[src/rtl/core/int64_divide_with_remainder_unit_defines.svh]
// Assertion macros for the divider core.
`ifndef INT64_DIVIDE_WITH_REMAINDER_UNIT_DEFINES_SVH
`define INT64_DIVIDE_WITH_REMAINDER_UNIT_DEFINES_SVH

// Same-cycle implication, disabled during reset.
`define IDIV64_ASSERT_IMPLY(label, clk, rst_n, ante, cons) \
  label: assert property (@(posedge clk) disable iff (!(rst_n)) (ante) |-> (cons)) \
    else $error("idiv64 same-cycle check failed");

// Next-cycle implication, disabled during reset.
`define IDIV64_ASSERT_NEXT(label, clk, rst_n, ante, cons) \
  label: assert property (@(posedge clk) disable iff (!(rst_n)) (ante) |=> (cons)) \
    else $error("idiv64 next-cycle check failed");

`endif

[src/rtl/core/idiv64_pkg.sv]
`timescale 1ns / 1ps
package idiv64_pkg;

  localparam int WORD_W = 64;

  typedef struct packed {
    logic              command;
    logic [WORD_W-1:0] dividend;
    logic [WORD_W-1:0] divisor;
  } in_t;

  typedef struct packed {
    logic [WORD_W-1:0] quotient;
    logic [WORD_W-1:0] remainder;
    logic              divide_by_zero;
  } out_t;

  // sign fix-up and zero-divisor flag carried along the cell row
  typedef struct packed {
    logic neg_q;
    logic neg_r;
    logic dz;
  } ctl_t;

  localparam logic CMD_UNSIGNED = 1'b0;
  localparam logic CMD_SIGNED   = 1'b1;

endpackage

[src/rtl/core/idiv64_cell.sv]
`timescale 1ns / 1ps
module idiv64_cell #(
  parameter int W = 64
) (
  input  logic              clk,
  input  logic              rst_n,
  input  logic              up_valid,
  output logic              up_ready,
  input  logic [W-1:0]      rem_i,
  input  logic [W-1:0]      nq_i,
  input  logic [W-1:0]      div_i,
  input  idiv64_pkg::ctl_t  ctl_i,
  output logic              dn_valid,
  input  logic              dn_ready,
  output logic [W-1:0]      rem_o,
  output logic [W-1:0]      nq_o,
  output logic [W-1:0]      div_o,
  output idiv64_pkg::ctl_t  ctl_o
);

  // nq holds the unused dividend bits on top and the quotient bits below
  logic             valid_r, valid_nxt;
  logic [W:0]       shifted;
  logic [W+1:0]     trial;
  logic             borrow;
  logic [W-1:0]     rem_nxt, nq_nxt;
  logic [W-1:0]     rem_r, nq_r, div_r;
  idiv64_pkg::ctl_t ctl_r;

  always_comb begin
    shifted = {rem_i, nq_i[W-1]};
    trial   = {1'b0, shifted} - {2'b00, div_i};
    borrow  = trial[W+1];
    rem_nxt = borrow ? shifted[W-1:0] : trial[W-1:0];
    nq_nxt  = {nq_i[W-2:0], ~borrow};
  end

  assign up_ready  = !valid_r || dn_ready;
  assign valid_nxt = up_ready ? up_valid : valid_r;

  always_ff @(posedge clk) begin
    if (!rst_n) begin
      valid_r <= 1'b0;
    end else begin
      valid_r <= valid_nxt;
    end
  end

  always_ff @(posedge clk) begin
    if (up_valid && up_ready) begin
      rem_r <= rem_nxt;
      nq_r  <= nq_nxt;
      div_r <= div_i;
      ctl_r <= ctl_i;
    end
  end

  assign dn_valid = valid_r;
  assign rem_o    = rem_r;
  assign nq_o     = nq_r;
  assign div_o    = div_r;
  assign ctl_o    = ctl_r;

endmodule

[config.mk]
export PLATFORM = sky130hd
export DESIGN_NAME = idiv64_cell
export DESIGN_NICKNAME = d
export VERILOG_FILES = /design/src/rtl/core/int64_divide_with_remainder_unit_defines.svh /design/src/rtl/core/idiv64_pkg.sv /design/src/rtl/core/idiv64_cell.sv
export SDC_FILE = /design/constraint.sdc
export NUM_CORES = 1
export LEC_CHECK = 0
export BUFFER_PORTS_ARGS = -buffer_cell sky130_fd_sc_hd__buf_4
export CORE_UTILIZATION = 45
export DETAILED_ROUTE_END_ITERATION = 7
export PLACE_DENSITY = 0.85
export SLEW_MARGIN = 20
export SYNTH_ARGS = -nofsm -noshare
export SYNTH_HDL_FRONTEND = slang
export SYNTH_SLANG_ARGS = --single-unit
[constraint.sdc]
create_clock -name clk -period 7 [get_ports clk]
set_input_delay 0.7 -clock clk [delete_from_list [all_inputs] [get_ports clk]]
set_output_delay 0.7 -clock clk [all_outputs]
set_load 0.05 [all_outputs]
==> metrics.md <==
| Metric | Value |
|---|---|
| GRT overflow | 0 |
| Routed vias/inst | 5.34 |
| Initial DRC Count | 573 |
| Hold_buf cts | 0 |
| Post-synthesis register bit count | 196 |
| Core area | 22800 um2 |
| Worst path bufs/invs | 3 |
| Mapped cell area | 10500 um2 |
| Number of synthesized flops with an enable pin | 195 |
| CP top delay family | compound AO/OA/AOI/OAI gates |
| CP required | 7.19 ns |
| Avg WL per Cell | 18.2 um |
| TritonCTS Buffers | 17 |
| Largest family of logic cells by synthesized area | compound AO/OA/AOI/OAI gates |
| Drt pass-1 iters | 5 |
| Post-route clock period utilization | 57.3% |
| Most frequent cells in the layout | buf_4, edfxtp_1, a21oi_1 |
| Post-Synth XOR/XNOR Area | 4.76% |
| Post-synth top area cell | edfxtp_1 |
| Clk Latency, worst-skew pair | 0.44 ns |
| Antenna viol nets, final | 0 |
| Sequential share of the synthesized area | 56.0% |
| Remaining DRCs | 0 |
| Async S/R FF share, synth | 0% |
| ANT cells | 0 |
| Syn-to-layout area delta | 36.8% |
| Total Power | 3.54 mW |
| VDD IR max | 141 uV |
| FMAX | 249 MHz |
| Total GRT Usage | 24.5% |
| Rows | 55 |
| Initial antenna violation count | 0 |
| Status | finished, final reports clean |
| CP max FO | 72 |
| Fin Hold WS | 0.434 ns |
| Leak | 6.31 nW |
| Gate count after technology mapping | 947 |
| Post-DP HPWL | 23800 um |
| Slowest cell on crit path | buf_4 |
| Synth top area cells | edfxtp_1, ha_1, a21oi_1 |
| Synth top area share | 55.8% |
| Crit-path most repeated cell | buf_4 |
| Wire length of the first global-routing pass | 45300 um |
| Vias in the first global route | 8603 |
| Skew final | 0.0166 ns |
| Clock root buffer | clkbuf_16 |
| Worst Path Class, Setup | input pin to flop |
| Hold Violations, Final | 0 |
| R2r setup slk | 4.66 ns |
| Die W | 155 um |
| CTS clk-pin slew, worst paths | 0.08 ns |
| CP Cell Sequence | buf_4 > inv_1 > ha_1 > o211ai_1 > a21o_1 > a21oi_1 > a221o_2 > a31oi_4 > o41ai_4 > a211oi_2 > o31ai_4 > buf_4 > mux2_2 |
| Max Cap Viol | 0 |
| Final Util | 63.0% |
| Slew Viols, Final | 0 |
| Total Neg Setup Slack | 0 ns |
| Minimum clock period | 4.01 ns |
| HP Class | input pin to flop |
| Synth Area in Compound Gates | 15.8% |
| Vias | 8887 |
| # resized after CTS | 0 |
| Synth Net Count | 1211 |
| Proportion of synthesized area in mux cells | 1.39% |
| RSZ-0062 raised after global routing | no |
| Final WL | 30300 um |
| Most common cell after layout, fill and taps aside | buf_4 |
| Largest net degree at the start of global routing | 87 |
| Synth Area in Simple Gates | 9.95% |
| Port Buffers | 395 |
| Die area | 23900 um2 |
| YS warnings | 0 |
| Adder-cell share of the synthesized area | 7.82% |
| # IOs | 396 |
| CP max stage delay | 0.59 ns |
| Clk sinks | 196 |
| Critical path capture point type | flop |
| CTS tree | built |
| Die Height | 155 um |
| Nets | 1603 |
| Fraction of layout instances using a drive strength above 1 | 33.7% |
| Unique masters post-synth | 56 |
| CTS max path bufs | 2 |
| PD cells | 246 nW/um2 |
| Initial Util | 46.1% |
| Worst Tran Pin Value | 1.08 ns |
| Worst endpoint data arrival time | 4.21 ns |
| Post-CTS setup buffers | 0 |
| Slew HR | 28.0% |
| Final Setup Violations | 0 |
| Primary FF master, synth | edfxtp_1 |
| Post-Synthesis Mean Instance Area | 11.1 um2 |
| CP Launch Type | input pin |
| H-tree lvl count | 4 |
| RePlAce Congestion | 0.928 |
==> Yosys cell counts (3+ instances only) <==
cell type,number
a21o_1,23
o211ai_1,3
o21bai_1,18
ha_1,64
inv_1,86
nor2_1,98
nor3_1,9
nand3_1,13
a21boi_0,4
o22ai_1,3
xor2_1,21
nand2_1,69
and3_1,6
a211oi_1,4
buf_2,9
o21ai_0,34
a221oi_1,4
xnor2_1,36
o21a_1,5
mux2_2,13
nand4_1,15
nor2b_1,4
edfxtp_1,195
nand2b_1,5
or2_2,3
clkbuf_1,11
nor4_1,4
a211o_1,3
o221ai_1,4
a21oi_1,135
a31oi_1,7
and2_1,4
==> report_power, final <==
group          switching [mW]  internal [mW]  total, mW
clock                   0.517          0.487       1.00
sequential             0.0262           1.42       1.44
combinational           0.713          0.376       1.09
==> routing by layer <==
layer / vias up / GRT usage, % / routed length [um]
li1: 4233 / - / -
met5: - / 0 / 0
met4: 0 / 10.6 / 1020
met1: 4221 / 28.6 / 11800
met3: 55 / 4.90 / 1910
met2: 378 / 43.6 / 15500
==> through the flow <==
step / cells / setup WS (ns) / instance area, um2
floorplan: 947 / 0.751 / 10500
global placement: 1633 / 2.77 / 13800
detailed placement: 1633 / 2.58 / 13800
CTS: 1665 / 3.03 / 14400
global route: 1665 / 2.82 / 14400
finish: 1665 / 2.99 / 14400
==> state kept, by name, indices dropped and copies added (netlist names) <==
signal	cells
dn_valid	1
rem_o	64
nq_o	64
ctl_o	3
div_o	64
==> final cells by class <==
class	instances	area (um2)
Fill cell	1806	8420
Clock buffer	17	425
Sequential cell	196	5880
Inverter	86	323
Timing Repair Buffer	399	3000
Multi-Input combinational cell	639	4170
Tap cell	313	392
Clock inverter	15	181
==> logic make-up (layout without fill, tap and decap cells) <==
| kind of cell | Yosys count | after routing |
|---|---|---|
| muxes | 13 | 13 |
| adders and majority gates | 65 | 65 |
| buffers and inverters | 112 | 517 |
| AOI/OAI and AO/OA | 267 | 267 |
| xor gates and xnor gates | 57 | 57 |
| and+or+nand+nor | 237 | 237 |
| DFF | 196 | 196 |
==> path summary, 6_finish.rpt <==
kind	start	end	depth (start not counted)
max	div_i[4]	rem_o[26]	13
min	nq_i[21]	nq_o[22]	1
max reg2reg	dn_valid	rem_o[31]	3
min reg2reg	dn_valid	dn_valid	2
Power figures use the tool's default switching activity.
