--- config.mk ---
export PLATFORM = sky130hd
export DESIGN_NAME = idiv64_post
export DESIGN_NICKNAME = d
export VERILOG_FILES = /design/src/rtl/core/int64_divide_with_remainder_unit_defines.svh /design/src/rtl/core/idiv64_pkg.sv /design/src/rtl/core/idiv64_post.sv
export SDC_FILE = /design/constraint.sdc
export NUM_CORES = 1
export LEC_CHECK = 0
export ABC_AREA = 1
export BUFFER_PORTS_ARGS = -buffer_cell sky130_fd_sc_hd__buf_2
export CAP_MARGIN = 20
export CORE_MARGIN = 3
export CORE_UTILIZATION = 34
export CTS_CLUSTER_SIZE = 10
export DETAILED_ROUTE_END_ITERATION = 16
export SLEW_MARGIN = 0
export SYNTH_ARGS = -nofsm -noshare
export SYNTH_HDL_FRONTEND = slang
export SYNTH_SLANG_ARGS = --single-unit
--- constraint.sdc ---
create_clock -name clk -period 7.73 [get_ports clk]
set_input_delay 0.3865 -clock clk [delete_from_list [all_inputs] [get_ports clk]]
set_output_delay 0.3865 -clock clk [all_outputs]
set_load 0.02 [all_outputs]
--- src/rtl/core/int64_divide_with_remainder_unit_defines.svh ---
// Assertion macros for the divider core.
`ifndef INT64_DIVIDE_WITH_REMAINDER_UNIT_DEFINES_SVH
`define INT64_DIVIDE_WITH_REMAINDER_UNIT_DEFINES_SVH

// Same-cycle implication, disabled during reset.
`define IDIV64_ASSERT_IMPLY(label, clk, rst_n, ante, cons) \
  label: assert property (@(posedge clk) disable iff (!(rst_n)) (ante) |-> (cons)) \
    else $error("idiv64 same-cycle check failed");

// Next-cycle implication, disabled during reset.
`define IDIV64_ASSERT_NEXT(label, clk, rst_n, ante, cons) \
  label: assert property (@(posedge clk) disable iff (!(rst_n)) (ante) |=> (cons)) \
    else $error("idiv64 next-cycle check failed");

`endif

--- src/rtl/core/idiv64_pkg.sv ---
`timescale 1ns / 1ps
package idiv64_pkg;

  localparam int WORD_W = 64;

  typedef struct packed {
    logic              command;
    logic [WORD_W-1:0] dividend;
    logic [WORD_W-1:0] divisor;
  } in_t;

  typedef struct packed {
    logic [WORD_W-1:0] quotient;
    logic [WORD_W-1:0] remainder;
    logic              divide_by_zero;
  } out_t;

  // sign fix-up and zero-divisor flag carried along the cell row
  typedef struct packed {
    logic neg_q;
    logic neg_r;
    logic dz;
  } ctl_t;

  localparam logic CMD_UNSIGNED = 1'b0;
  localparam logic CMD_SIGNED   = 1'b1;

endpackage

--- src/rtl/core/idiv64_post.sv ---
`timescale 1ns / 1ps
module idiv64_post #(
  parameter int W = 64
) (
  input  logic              clk,
  input  logic              rst_n,
  input  logic              up_valid,
  output logic              up_ready,
  input  logic [W-1:0]      quo_i,
  input  logic [W-1:0]      rem_i,
  input  idiv64_pkg::ctl_t  ctl_i,
  output logic              dn_valid,
  input  logic              dn_ready,
  output idiv64_pkg::out_t  dn_item
);

  logic             valid_r, valid_nxt;
  logic [W-1:0]     q_fix, r_fix;
  idiv64_pkg::out_t item_nxt, item_r;

  always_comb begin
    q_fix    = ctl_i.neg_q ? ('0 - quo_i) : quo_i;
    r_fix    = ctl_i.neg_r ? ('0 - rem_i) : rem_i;
    item_nxt = '0;
    item_nxt.quotient[W-1:0]  = q_fix;
    item_nxt.remainder[W-1:0] = r_fix;
    item_nxt.divide_by_zero   = ctl_i.dz;
  end

  assign up_ready  = !valid_r || dn_ready;
  assign valid_nxt = up_ready ? up_valid : valid_r;

  always_ff @(posedge clk) begin
    if (!rst_n) begin
      valid_r <= 1'b0;
    end else begin
      valid_r <= valid_nxt;
    end
  end

  always_ff @(posedge clk) begin
    if (up_valid && up_ready) begin
      item_r <= item_nxt;
    end
  end

  assign dn_valid = valid_r;
  assign dn_item  = item_r;

endmodule

==> results by group <==
CTS
  • Clock latency on the worst-skew pair: between 0.4 and 0.5 ns
  • CTS tree: built
  • Cts bufs inserted: 17
  • Max Root-Sink Buffers: 2
  • Post-cts sizing count: 0
  • Clock slew seen by the registers of the worst setup and hold paths: 0.06 ns
  • Setup bufs post-CTS: 0
  • TritonCTS Sinks: 130
  • CTS root buf: clkbuf_16
  • Hold buffer count at CTS: 0
  • H-tree Lvls: 4

Place
  • Placed Cells: approximately 1700
  • Final RePlAce weighted congestion: roughly 0.96
  • DP HPWL: roughly 24000 microns
  • Port bufs: 265

Pwr
  • Internal: approximately 1.4 mW
  • PwrDens: 189.9 mW/mm^2
  • Power Total: a little over 2 mW
  • Worst VDD drop: approximately 0.000097 V
  • Sw power: a little over 0.6 mW
  • P_leak: between 4 and 5 nW
  • Switching share of power: 0.2999
  • Seq pwr share: 0.418
  • Comb pwr share: 0.185
  • Clock share of power: 0.397

Detailed routing
  • Antenna viol nets, final: 0
  • Vias per std cell: approximately 5
  • Post-Route M1 WL: between 10000 and 15000 microns
  • Initial DRC Count: 550
  • DR WL met3: approximately 2400 microns
  • Uppermost routed layer: met5
  • 1st-pass router iterations: 6
  • Final wirelength: 29330 microns
  • Drt wl/cell: between 15 and 20 microns
  • Vias: roughly 8400
  • WL met2: roughly 14000 microns
  • DR DRC count: 0

Timing
  • RSZ-0062 raised after global routing: false
  • Sum Neg Setup Slack: 0 ns
  • Final hold vios: 0
  • Final setup fails: 0
  • Clk_skew: approximately 0.011 ns
  • Relative slew slack: 0.3492
  • Final period utilization: 0.3090
  • Fmax: between 400 and 500 MHz
  • Final min period: ~2.4 ns
  • Max-slew violation count: 0
  • Measured slew at the worst slew-check pin: 0.9763 ns

Logic synthesis
  • Cell Area, Synth: roughly 0.0086 sq mm
  • Yosys top cell area share: 0.4527
  • Post-synth top cells: nand2_1 (367), nor2_1 (198), edfxtp_1 (129), inv_1 (107), nand3_1 (98)
  • Post-synth EDFFs: between 100 and 150
  • Sequential area share after synthesis: 0.4550
  • Mean Syn Cell Area: 7.640 sq um
  • Yosys top cell by area: edfxtp_1
  • Post-synth cell types: 33
  • Cells after Synth: roughly 1100
  • Fraction of registers with async set/reset: 0
  • Ys Warns: 0
  • Yosys reg bits: 130
  • Most frequent cell after synthesis: nand2_1
  • Synth Flop Type: edfxtp_1
  • Synthesized net count: about 1300
  • Synth area leaders: edfxtp_1 (45%), nand2_1 (16%), nor2_1 (8.7%)

Cells and area
  • Final Util: 0.4423
  • Post-Layout Cell Count: about 1700
  • Layout cell share with drive strength beyond 1: 0.2532
  • Area delta synth->final: 26.80%
  • # nets final: around 1500

Floorplanning
  • Core area: ~0.025 sq mm
  • # rows: between 50 and 60
  • Die area: ~0.027 sq mm
  • Ports: approximately 270
  • Die span in y: 164.6 microns
  • Effective utilization at floorplan: 0.3488
  • Chip Width: about 160 microns

Global route
  • Total grt overflow: 0
  • Total GRT Usage: 0.2153
  • First-pass GRT wire length: 44340 microns
  • Initial antenna violation count: 7
  • Pin count of the biggest net entering global routing: between 70 and 80
  • Via count of the first global-routing pass: 8117

Setup path
  • CP peak stage delay: around 0.87 ns
  • Worst Setup End Kind: flip-flop
  • CP most frequent cell: buf_4
  • Worst Path Required: between 7 and 8 ns
  • Critical path class: reg2reg
  • CP Launch Point: dn_valid$_SDFFE_PN0N_
  • Worst EP arrival: 2.43 ns
  • Worst setup path end: dn_item[13]$_DFFE_PP_
  • CP max-delay cell: buf_4
  • Worst R2R Setup Slack: approximately 5.3 ns
  • Worst reg2reg startpoint: dn_valid$_SDFFE_PN0N_
  • Worst-path maximum fanout: 74
  • R2R depth: 3
  • Crit path cell chain: a21oi_4, buf_4, buf_4
  • Crit Reg-Reg Endpoint: dn_item[13]$_DFFE_PP_
  • Element type at the critical path start: flip-flop

Run status
  • Outcome: complete, no violations

Hold path
  • Hold/Removal Path Class: in2reg

Flow run
  • Max Cap Viol: 0
[through the flow]
stage | cell area [sq um] | hold WS [ns] | worst slack, ns
after floorplan | 8557 | 0.4854 | 0.4283
after detailed placement | 10260 | 0.5569 | 5.165
after global placement | 10260 | 0.5298 | 5.174
after CTS | 10840 | 0.1287 | 5.317
after global routing | 10840 | 0.1333 | 5.178
final | 10850 | 0.1417 | 5.341
[critical path: cells and delay by family (launching register included)]
kind,cells,cell delay [ns]
compound gates,1,0.14
buf+inv,2,1.41
flops,1,0.34
[sequential cells by signal (all words and copies together) (netlist names)]
name      flops
dn_valid      1
dn_item     129
[cells by family (layout without fill, tap and decap cells)]
logic type | Yosys count | in the layout | share of synthesized area
other cells | 0 | 5 | 0
flops | 130 | 130 | 0.4550
buf+inv | 124 | 410 | 0.05644
fa+ha+maj | 2 | 2 | 0.002924
compound gates | 47 | 47 | 0.03670
xor+xnor | 64 | 64 | 0.06638
simple gates | 753 | 753 | 0.3825
[layer usage]
metal | vias up | track usage
li1 | 4208 | -
met1 | 3824 | 0.2598
met2 | 341 | 0.3720
met3 | 58 | 0.04816
met4 | 6 | 0.08616
met5 | - | 0
[power by group through the flow]
stage / Clock [mW] / Combinational (mW) / Sequential [mW]
after floorplan: 0 / 0.155 / 0.952
after global placement: 0 / 0.380 / 0.877
after detailed placement: 0 / 0.383 / 0.877
after CTS: 0.834 / 0.383 / 0.863
after global routing: 0.870 / 0.418 / 0.866
final: 0.818 / 0.381 / 0.862
[layout by cell type, fill, tap and decap left out, types with 8 or more instances in the layout]
cell type / Yosys / routed
nand2_1: 367 / 367
buf_2: 11 / 265
nor2_1: 198 / 198
edfxtp_1: 129 / 129
inv_1: 107 / 107
nand3_1: 98 / 98
xor2_1: 41 / 41
nand4_1: 37 / 37
o21ai_0: 23 / 23
xnor2_1: 22 / 22
clkbuf_16: 0 / 17
nand2_2: 12 / 12
o21ai_2: 10 / 10
nor2_2: 9 / 9
nor2_4: 8 / 8
[cell type report]
| type | instances | area [sq um] |
|---|---|---|
| clock buffer | 18 | 429.2 |
| timing repair buffer | 269 | 1356 |
| clock inverter | 14 | 152.6 |
| multi-input combinational | 866 | 4192 |
| tap | 324 | 405.4 |
| fill | 2519 | 13680 |
| antenna | 5 | 12.51 |
| sequential | 130 | 3894 |
| inverter | 109 | 409.1 |
[worst min path at each step]
stage	endpoint	from	cells past startpoint	slack [ns]
4_1_cts	dn_item[0]$_DFFE_PP_	ctl_i[0]	1	0.13
2_1_floorplan	dn_item[0]$_DFFE_PP_	ctl_i[0]	0	0.49
5_1_grt	dn_item[0]$_DFFE_PP_	ctl_i[0]	1	0.13
3_5_place_dp	dn_valid$_SDFFE_PN0N_	dn_valid$_SDFFE_PN0N_	2	0.56
6_report	dn_item[0]$_DFFE_PP_	ctl_i[0]	1	0.14
3_3_place_gp	dn_valid$_SDFFE_PN0N_	dn_valid$_SDFFE_PN0N_	2	0.53
No activity file was read; power rests on OpenSTA's default activity.
