## src/rtl/core/int64_divide_with_remainder_unit_defines.svh

```systemverilog
// Assertion macros for the divider core.
`ifndef INT64_DIVIDE_WITH_REMAINDER_UNIT_DEFINES_SVH
`define INT64_DIVIDE_WITH_REMAINDER_UNIT_DEFINES_SVH

// Same-cycle implication, disabled during reset.
`define IDIV64_ASSERT_IMPLY(label, clk, rst_n, ante, cons) \
  label: assert property (@(posedge clk) disable iff (!(rst_n)) (ante) |-> (cons)) \
    else $error("idiv64 same-cycle check failed");

// Next-cycle implication, disabled during reset.
`define IDIV64_ASSERT_NEXT(label, clk, rst_n, ante, cons) \
  label: assert property (@(posedge clk) disable iff (!(rst_n)) (ante) |=> (cons)) \
    else $error("idiv64 next-cycle check failed");

`endif

```

## src/rtl/core/idiv64_pkg.sv

```systemverilog
`timescale 1ns / 1ps
package idiv64_pkg;

  localparam int WORD_W = 64;

  typedef struct packed {
    logic              command;
    logic [WORD_W-1:0] dividend;
    logic [WORD_W-1:0] divisor;
  } in_t;

  typedef struct packed {
    logic [WORD_W-1:0] quotient;
    logic [WORD_W-1:0] remainder;
    logic              divide_by_zero;
  } out_t;

  // sign fix-up and zero-divisor flag carried along the cell row
  typedef struct packed {
    logic neg_q;
    logic neg_r;
    logic dz;
  } ctl_t;

  localparam logic CMD_UNSIGNED = 1'b0;
  localparam logic CMD_SIGNED   = 1'b1;

endpackage

```

## src/rtl/core/idiv64_prep.sv

```systemverilog
`timescale 1ns / 1ps
module idiv64_prep #(
  parameter int W = 64
) (
  input  logic              clk,
  input  logic              rst_n,
  input  logic              up_valid,
  output logic              up_ready,
  input  idiv64_pkg::in_t   up_item,
  output logic              dn_valid,
  input  logic              dn_ready,
  output logic [W-1:0]      n_mag,
  output logic [W-1:0]      d_mag,
  output idiv64_pkg::ctl_t  ctl
);

  logic             valid_r, valid_nxt;
  logic [W-1:0]     n_raw, d_raw, n_abs, d_abs;
  logic             n_neg, d_neg, is_signed;
  logic [W-1:0]     n_r, d_r;
  idiv64_pkg::ctl_t ctl_r, ctl_nxt;

  always_comb begin
    is_signed = (up_item.command == idiv64_pkg::CMD_SIGNED);
    n_raw     = up_item.dividend[W-1:0];
    d_raw     = up_item.divisor[W-1:0];
    n_neg     = is_signed & n_raw[W-1];
    d_neg     = is_signed & d_raw[W-1];
    n_abs     = n_neg ? ('0 - n_raw) : n_raw;
    d_abs     = d_neg ? ('0 - d_raw) : d_raw;
    ctl_nxt.neg_q = n_neg ^ d_neg;
    ctl_nxt.neg_r = n_neg;
    ctl_nxt.dz    = (d_raw == '0);
  end

  assign up_ready  = !valid_r || dn_ready;
  assign valid_nxt = up_ready ? up_valid : valid_r;

  always_ff @(posedge clk) begin
    if (!rst_n) begin
      valid_r <= 1'b0;
    end else begin
      valid_r <= valid_nxt;
    end
  end

  always_ff @(posedge clk) begin
    if (up_valid && up_ready) begin
      n_r   <= n_abs;
      d_r   <= d_abs;
      ctl_r <= ctl_nxt;
    end
  end

  assign dn_valid = valid_r;
  assign n_mag    = n_r;
  assign d_mag    = d_r;
  assign ctl      = ctl_r;

endmodule

```

## config.mk

```make
export PLATFORM = sky130hd
export DESIGN_NAME = idiv64_prep
export DESIGN_NICKNAME = d
export VERILOG_FILES = /design/src/rtl/core/int64_divide_with_remainder_unit_defines.svh /design/src/rtl/core/idiv64_pkg.sv /design/src/rtl/core/idiv64_prep.sv
export SDC_FILE = /design/constraint.sdc
export NUM_CORES = 1
export LEC_CHECK = 0
export ABC_AREA = 0
export BUFFER_PORTS_ARGS = -buffer_cell sky130_fd_sc_hd__clkbuf_2
export CAP_MARGIN = 20
export CORE_MARGIN = 1.5
export CORE_UTILIZATION = 35
export CTS_CLUSTER_DIAMETER = 150
export CTS_CLUSTER_SIZE = 20
export DETAILED_ROUTE_END_ITERATION = 6
export HOLD_SLACK_MARGIN = 0.12
export MAX_ROUTING_LAYER = met4
export SETUP_SLACK_MARGIN = 0.5
export SYNTH_ARGS = -nofsm -noshare
export SYNTH_HDL_FRONTEND = slang
export SYNTH_SLANG_ARGS = --single-unit
```

## constraint.sdc

```tcl
create_clock -name clk -period 5.31 [get_ports clk]
set_input_delay 0.531 -clock clk [delete_from_list [all_inputs] [get_ports clk]]
set_output_delay 0.531 -clock clk [all_outputs]
set_load 0.02 [all_outputs]
```

==> impl_metrics.toml, run 1 <==
[critical_path]
crit_type = "input port to register"
cp_max_fo = 11
startpoint_type = "input port"
r2r-start = "dn_valid"
required_ns = 5.47
end_kind = "register"
crit_arrival_ns = 3.12
startpoint = "up_item[102]"

[routing]
wl_per_cell_um = 16.7
routed_wl_um = 18700
viasPerCell = 4.97
drtPass1Iterations = 5
num_vias = 5586
postRouteAntennaNets = 0
drt_iter0_markers = 234
drc = 0

[layout]
diodes = 0
final_common_cell = "clkbuf_2"
num-nets-final = 985
drive_gt1_frac = 0.362
fin_cells = 1123
mostFrequentLayoutCells = "clkbuf_2 (265), edfxtp_1 (131), xor2_1 (68)"
syn2layout_area_growth_pct = 32.3

[place]
gp_congestion = 0.801
post-place-cells = 1091
port_buffers = 265
place_hpwl_um = 14200

[sta]
final.setup.tns_ns = 0
finalCritPeriodShare = 0.558
finClkSkew_ns = 0.0118
drv_slew = 0
timing.fmax_ghz = 0.338
rsz0062_at_grt = "false"
finalCriticalPeriod_ns = 2.96
worst_pin_slew_ns = 1.06
setup_viol = 0
hold_viol = 0
holdWs_ns = 0.354
slew_headroom = 0.287

[clocking]
clk_path_buf_depth = 2
hold_buffers = 0
clk_latency_ns = 0.42
numCtsBuffers = 17
cts_tree = "yes"
cts_setup_buffers = 0
clkTransAtPathRegs_ns = 0.06
post_cts_resized = 0
cts-root-buf = "clkbuf_16"
h-tree-depth = 4
cts.sinks = 132

[power]
ir_worst_vdd_mv = 0.207
power.switching_mw = 0.787
pwr-share-comb = 0.158
power.density_mw_per_mm2 = 317
finalPower_mw = 2.85
power.internal_mw = 2.06
p_seq_frac = 0.449
power.leakage_nw = 3.62
clock_power_share = 0.393
p_sw_frac = 0.276

[synthesis]
syn-instance-count = 578
synth_seq_cells = 132
seq_area_frac_synth = 0.582
synth_warnings = 0
synth_cell_types = 44
synth_nets = 713
syn-cell-area_mm2 = 0.00679
synth_area_per_cell_um2 = 11.8

[floorplan]
rows = 50
io_pins = 266
die_width_um = 142
die_y_um = 142
die_area_mm2 = 0.0203
coreArea_mm2 = 0.0189
initial_core_util = 0.360

[global_routing]
antenna_found_initial = 0
grt_usage = 0.191
grt_first_pass_wirelength_um = 28500
grt_max_degree = 68
first_global_vias = 5355
overflow = 0

[status]
status = "completed"

[min_path]
min_from = "up_item[64]"
hold_class = "input port to register"

[job]
maxCapViolations = 0
-- per-stage QoR --
| stage | cell area, um^2 | utilization | setup WS (ns) |
|---|---|---|---|
| after CTS | 8990 | 0.476 | 2.36 |
| after detailed placement | 8430 | 0.446 | 1.89 |
| after floorplan | 6790 | - | 0.970 |
| final | 8990 | 0.476 | 2.35 |
| after global placement | 8430 | 0.446 | 1.94 |
| after global routing | 8990 | 0.476 | 2.21 |
-- layer usage --
| layer | part of all wire | global-route usage | vias to the layer above |
|---|---|---|---|
| li1 | - | - | 2699 |
| met4 | 0.0080 | 0.0608 | 0 |
| met5 | 0 | - | - |
| met2 | 0.49 | 0.308 | 239 |
| met1 | 0.42 | 0.225 | 2638 |
| met3 | 0.088 | 0.0633 | 10 |
-- power groups by stage --
stage	clock (mW)	combinational (mW)	sequential (mW)
2_1_floorplan	0	0.145	1.41
3_3_place_gp	0	0.450	1.30
3_5_place_dp	0	0.454	1.30
4_1_cts	1.14	0.455	1.28
5_1_grt	1.19	0.489	1.29
6_report	1.12	0.450	1.28
-- final cells by class --
| cell class | instances | area [um^2] |
|---|---|---|
| Clock buffer | 18 | 429 |
| Multi-Input combinational cell | 414 | 2730 |
| Inverter | 16 | 60.1 |
| Fill cell | 1815 | 9900 |
| Timing Repair Buffer | 269 | 1370 |
| Tap cell | 260 | 325 |
| Clock inverter | 14 | 129 |
| Sequential cell | 132 | 3950 |
-- cell usage after synthesis --
cell type  instances  area (um^2)
a21boi_0           2         15.0
a21boi_1           1         7.51
a21oi_1           38          190
a31oi_1           20          125
a41oi_1            1         8.76
and2_1             4         25.0
and3_1             3         18.8
and4b_1            1         10.0
buf_1              1         3.75
buf_2              3         15.0
clkbuf_1          12         45.0
clkinv_1           1         3.75
dfxtp_1            1         20.0
edfxtp_1         131         3930
ha_1               2         25.0
inv_1             15         56.3
nand2_1           25         93.8
nand2b_1           3         18.8
nand3_1            8         40.0
nand3b_1           1         7.51
nand4_1            1         6.26
nand4b_1           2         17.5
nor2_1            54          203
nor2b_1            1         6.26
nor3_1            29          145
nor3b_1            2         15.0
nor4_1            16          100
nor4_2             2         25.0
nor4b_1            1         8.76
o21ai_0           21          105
o21ai_1            2         10.0
o31ai_1           11         82.6
o31ai_2            1         12.5
o31ai_4            1         21.3
o41ai_1            7         61.3
o41ai_2            1         16.3
or2_1              3         18.8
or2_2              3         18.8
or3_1              9         56.3
or3_4              1         11.3
or4_1             12         90.1
or4_4              2         22.5
xnor2_1           55          482
xor2_1            68          596
-- worst max-delay path: stages --
cell	delay [ns]
clkbuf_2	0.11
or4_1	0.60
or4_1	0.53
nor4_2	0.95
a31oi_1	0.22
xor2_1	0.19
-- kinds of logic after synthesis --
kind of cell / synth area share
and+or+nand+nor: 0.141
buffers and inverters: 0.0182
DFF: 0.582
xor gates and xnor gates: 0.159
adders and majority gates: 0.00368
AOI/OAI and AO/OA: 0.0965
-- state kept, by name, indices dropped and copies added (netlist names) --
register / cells
d_mag: 64
n_mag: 64
ctl: 3
dn_valid: 1
-- final timing paths --
| kind | endpoint | slack, ns | depth (start not counted) |
|---|---|---|---|
| max reg2reg | n_mag[48] | 3.37 | 3 |
| min | n_mag[0] | 0.35 | 1 |
| max | n_mag[57] | 2.35 | 6 |
| min reg2reg | dn_valid | 0.54 | 2 |
Note: power is estimated with default switching activity, not from simulation.
==> inputs of run 2 (changes only) <==
clock period = 2.6 ns   (was 5.31 ns; I/O delays follow)
==> run 2 against run 1 <==
  * Final cell count rose by 3.5%
  * Flip-flop and latch count did not move
  * Register-to-register slack lost 2.3 ns
==> impl_metrics.toml, run 2 (same netlist as run 1, synthesis figures left out) <==
[status]
status = "completed"

[floorplan]
coreArea_mm2 = 0.0189
die_width_um = 142
die_y_um = 142
die_area_mm2 = 0.0203
initial_core_util = 0.360
rows = 50
io_pins = 266

[power]
power.density_mw_per_mm2 = 607
ir_worst_vdd_mv = 0.427
power.leakage_nw = 3.89

[routing]
drtPass1Iterations = 4
drc = 0
viasPerCell = 4.92
routed_wl_um = 19700
num_vias = 5717
wl_per_cell_um = 17.0
drt_iter0_markers = 221
postRouteAntennaNets = 0

[min_path]
min_path_cells = 2
hold_class = "input port to register"
min_from = "up_item[11]"
hold-path-endpoint = "d_mag[11]"

[clocking]
cts-root-buf = "clkbuf_16"
cts.sinks = 132
cts_tree = "yes"
clk_path_buf_depth = 2
numCtsBuffers = 17
h-tree-depth = 4
clk_latency_ns = 0.41
clkTransAtPathRegs_ns = 0.06

[global_routing]
first_global_vias = 5663
antenna_found_initial = 0
overflow = 0
grt_max_degree = 56
grt_first_pass_wirelength_um = 29700
grt_usage = 0.199

[critical_path]
critPathSlowestCell = "or4_4"
rrSetupSlack_ns = 1.08
cp_num_buf_inv = 1
startpoint_type = "input port"
crit_arrival_ns = 2.23
critPathMaxStageDelay_ns = 0.55
cp_top_family = "simple AND/OR/NAND/NOR gates"
required_ns = 2.77
crit_type = "input port to register"
cp_max_fo = 5
reg2reg_to = "n_mag[30]"
end_kind = "register"
crit_cells = 7
r2r_cells = 3
r2r-start = "dn_valid"
path_cells = "clkbuf_2 > or4_4 > or3_4 > or2_4 > or3_4 > o31ai_4 > xnor2_1"
crit_top_cell = "or3_4"

[sta]
final.setup.tns_ns = 0
worst_pin_slew_ns = 0.476
finClkSkew_ns = 0.00613
setup_viol = 0
timing.fmax_ghz = 0.484
finalCriticalPeriod_ns = 2.07
drv_slew = 0
slew_headroom = 0.678
hold_viol = 0
rsz0062_at_grt = "true"
finalCritPeriodShare = 0.795
holdWs_ns = 0.160

[layout]
num-nets-final = 1024
diodes = 0
mostFrequentLayoutCells = "clkbuf_2 (265), edfxtp_1 (131), xor2_1 (68)"
syn2layout_area_growth_pct = 39.8
final_common_cell = "clkbuf_2"
drive_gt1_frac = 0.419

[place]
place_hpwl_um = 15100
port_buffers = 265
gp_congestion = 0.804

[job]
maxCapViolations = 0
[run 2: cell types whose count changed in the layout (fill, tap and decap cells not counted), moves of 4 or more]
cell	before	now
a21oi_1	38	28
buf_4	3	34
dlygate4sd3_1	0	4
buf_12	1	5
or4_4	2	7
a21oi_2	0	10
or4_1	12	7
[run 2: worst register-to-register path: cells and delay by family, from the launching register on]
kind | cells | cell delay, ns
buffers and inverters | 1 | 0.34
AND/OR/NAND/NOR | 2 | 0.52
flip-flops | 1 | 0.31
[run 2: power breakdown]
group / total [mW] / internal [mW] / leakage, nW / switching (mW)
clock: 2.19 / 1.22 / 0.239 / 0.973
sequential: 2.62 / 2.57 / 1.28 / 0.0483
combinational: 0.963 / 0.349 / 2.37 / 0.613
[run 2: metal layers]
metal | wire (um) | up-vias | part of all wire | global-route usage
met3 | 1710 | 15 | 0.087 | 0.0629
met4 | 236 | 0 | 0.012 | 0.0526
met5 | 0 | - | 0 | -
met1 | 8070 | 2683 | 0.41 | 0.230
met2 | 9680 | 240 | 0.49 | 0.334
li1 | - | 2779 | - | -
[run 2: per-stage QoR]
stage	std cells	worst slack, ns	power (mW)	instance area [um^2]	util
after floorplan	578	0.196	3.18	6950	-
after global placement	1122	0.0421	3.61	8830	0.467
after detailed placement	1122	0.00366	3.62	8830	0.467
after CTS	1158	0.516	5.83	9420	0.498
after global routing	1162	0.487	5.99	9500	0.503
final	1162	0.533	5.77	9500	0.503
[run 2: final cells by class]
type,count,area [um^2]
multi-input cells,414,2910
clock buffers,17,425
inverters,16,60.1
well taps,260,325
clock inverters,15,109
flip-flops and latches,132,3950
fillers,1781,9390
repair buffers,308,1720
[run 2: worst max path at each step]
stage | from | to | slack [ns]
final | up_item[14] | d_mag[57] | 0.53
after global routing | up_item[14] | d_mag[43] | 0.49
after CTS | up_item[64] | n_mag[41] | 0.52
after detailed placement | up_item[32] | d_mag[57] | 0.004
after global placement | up_item[96] | n_mag[44] | 0.04
after floorplan | up_item[15] | d_mag[57] | 0.20
[run 2: repair_timing]
item | CTS | global route
endpoints found under the hold margin | 3 | 0
gates resized for setup | 3 | 7
setup buffers | 0 | 4
pin swaps | 0 | 5
setup endpoints to repair | 4 | 11
hold buffers | 4 | 0
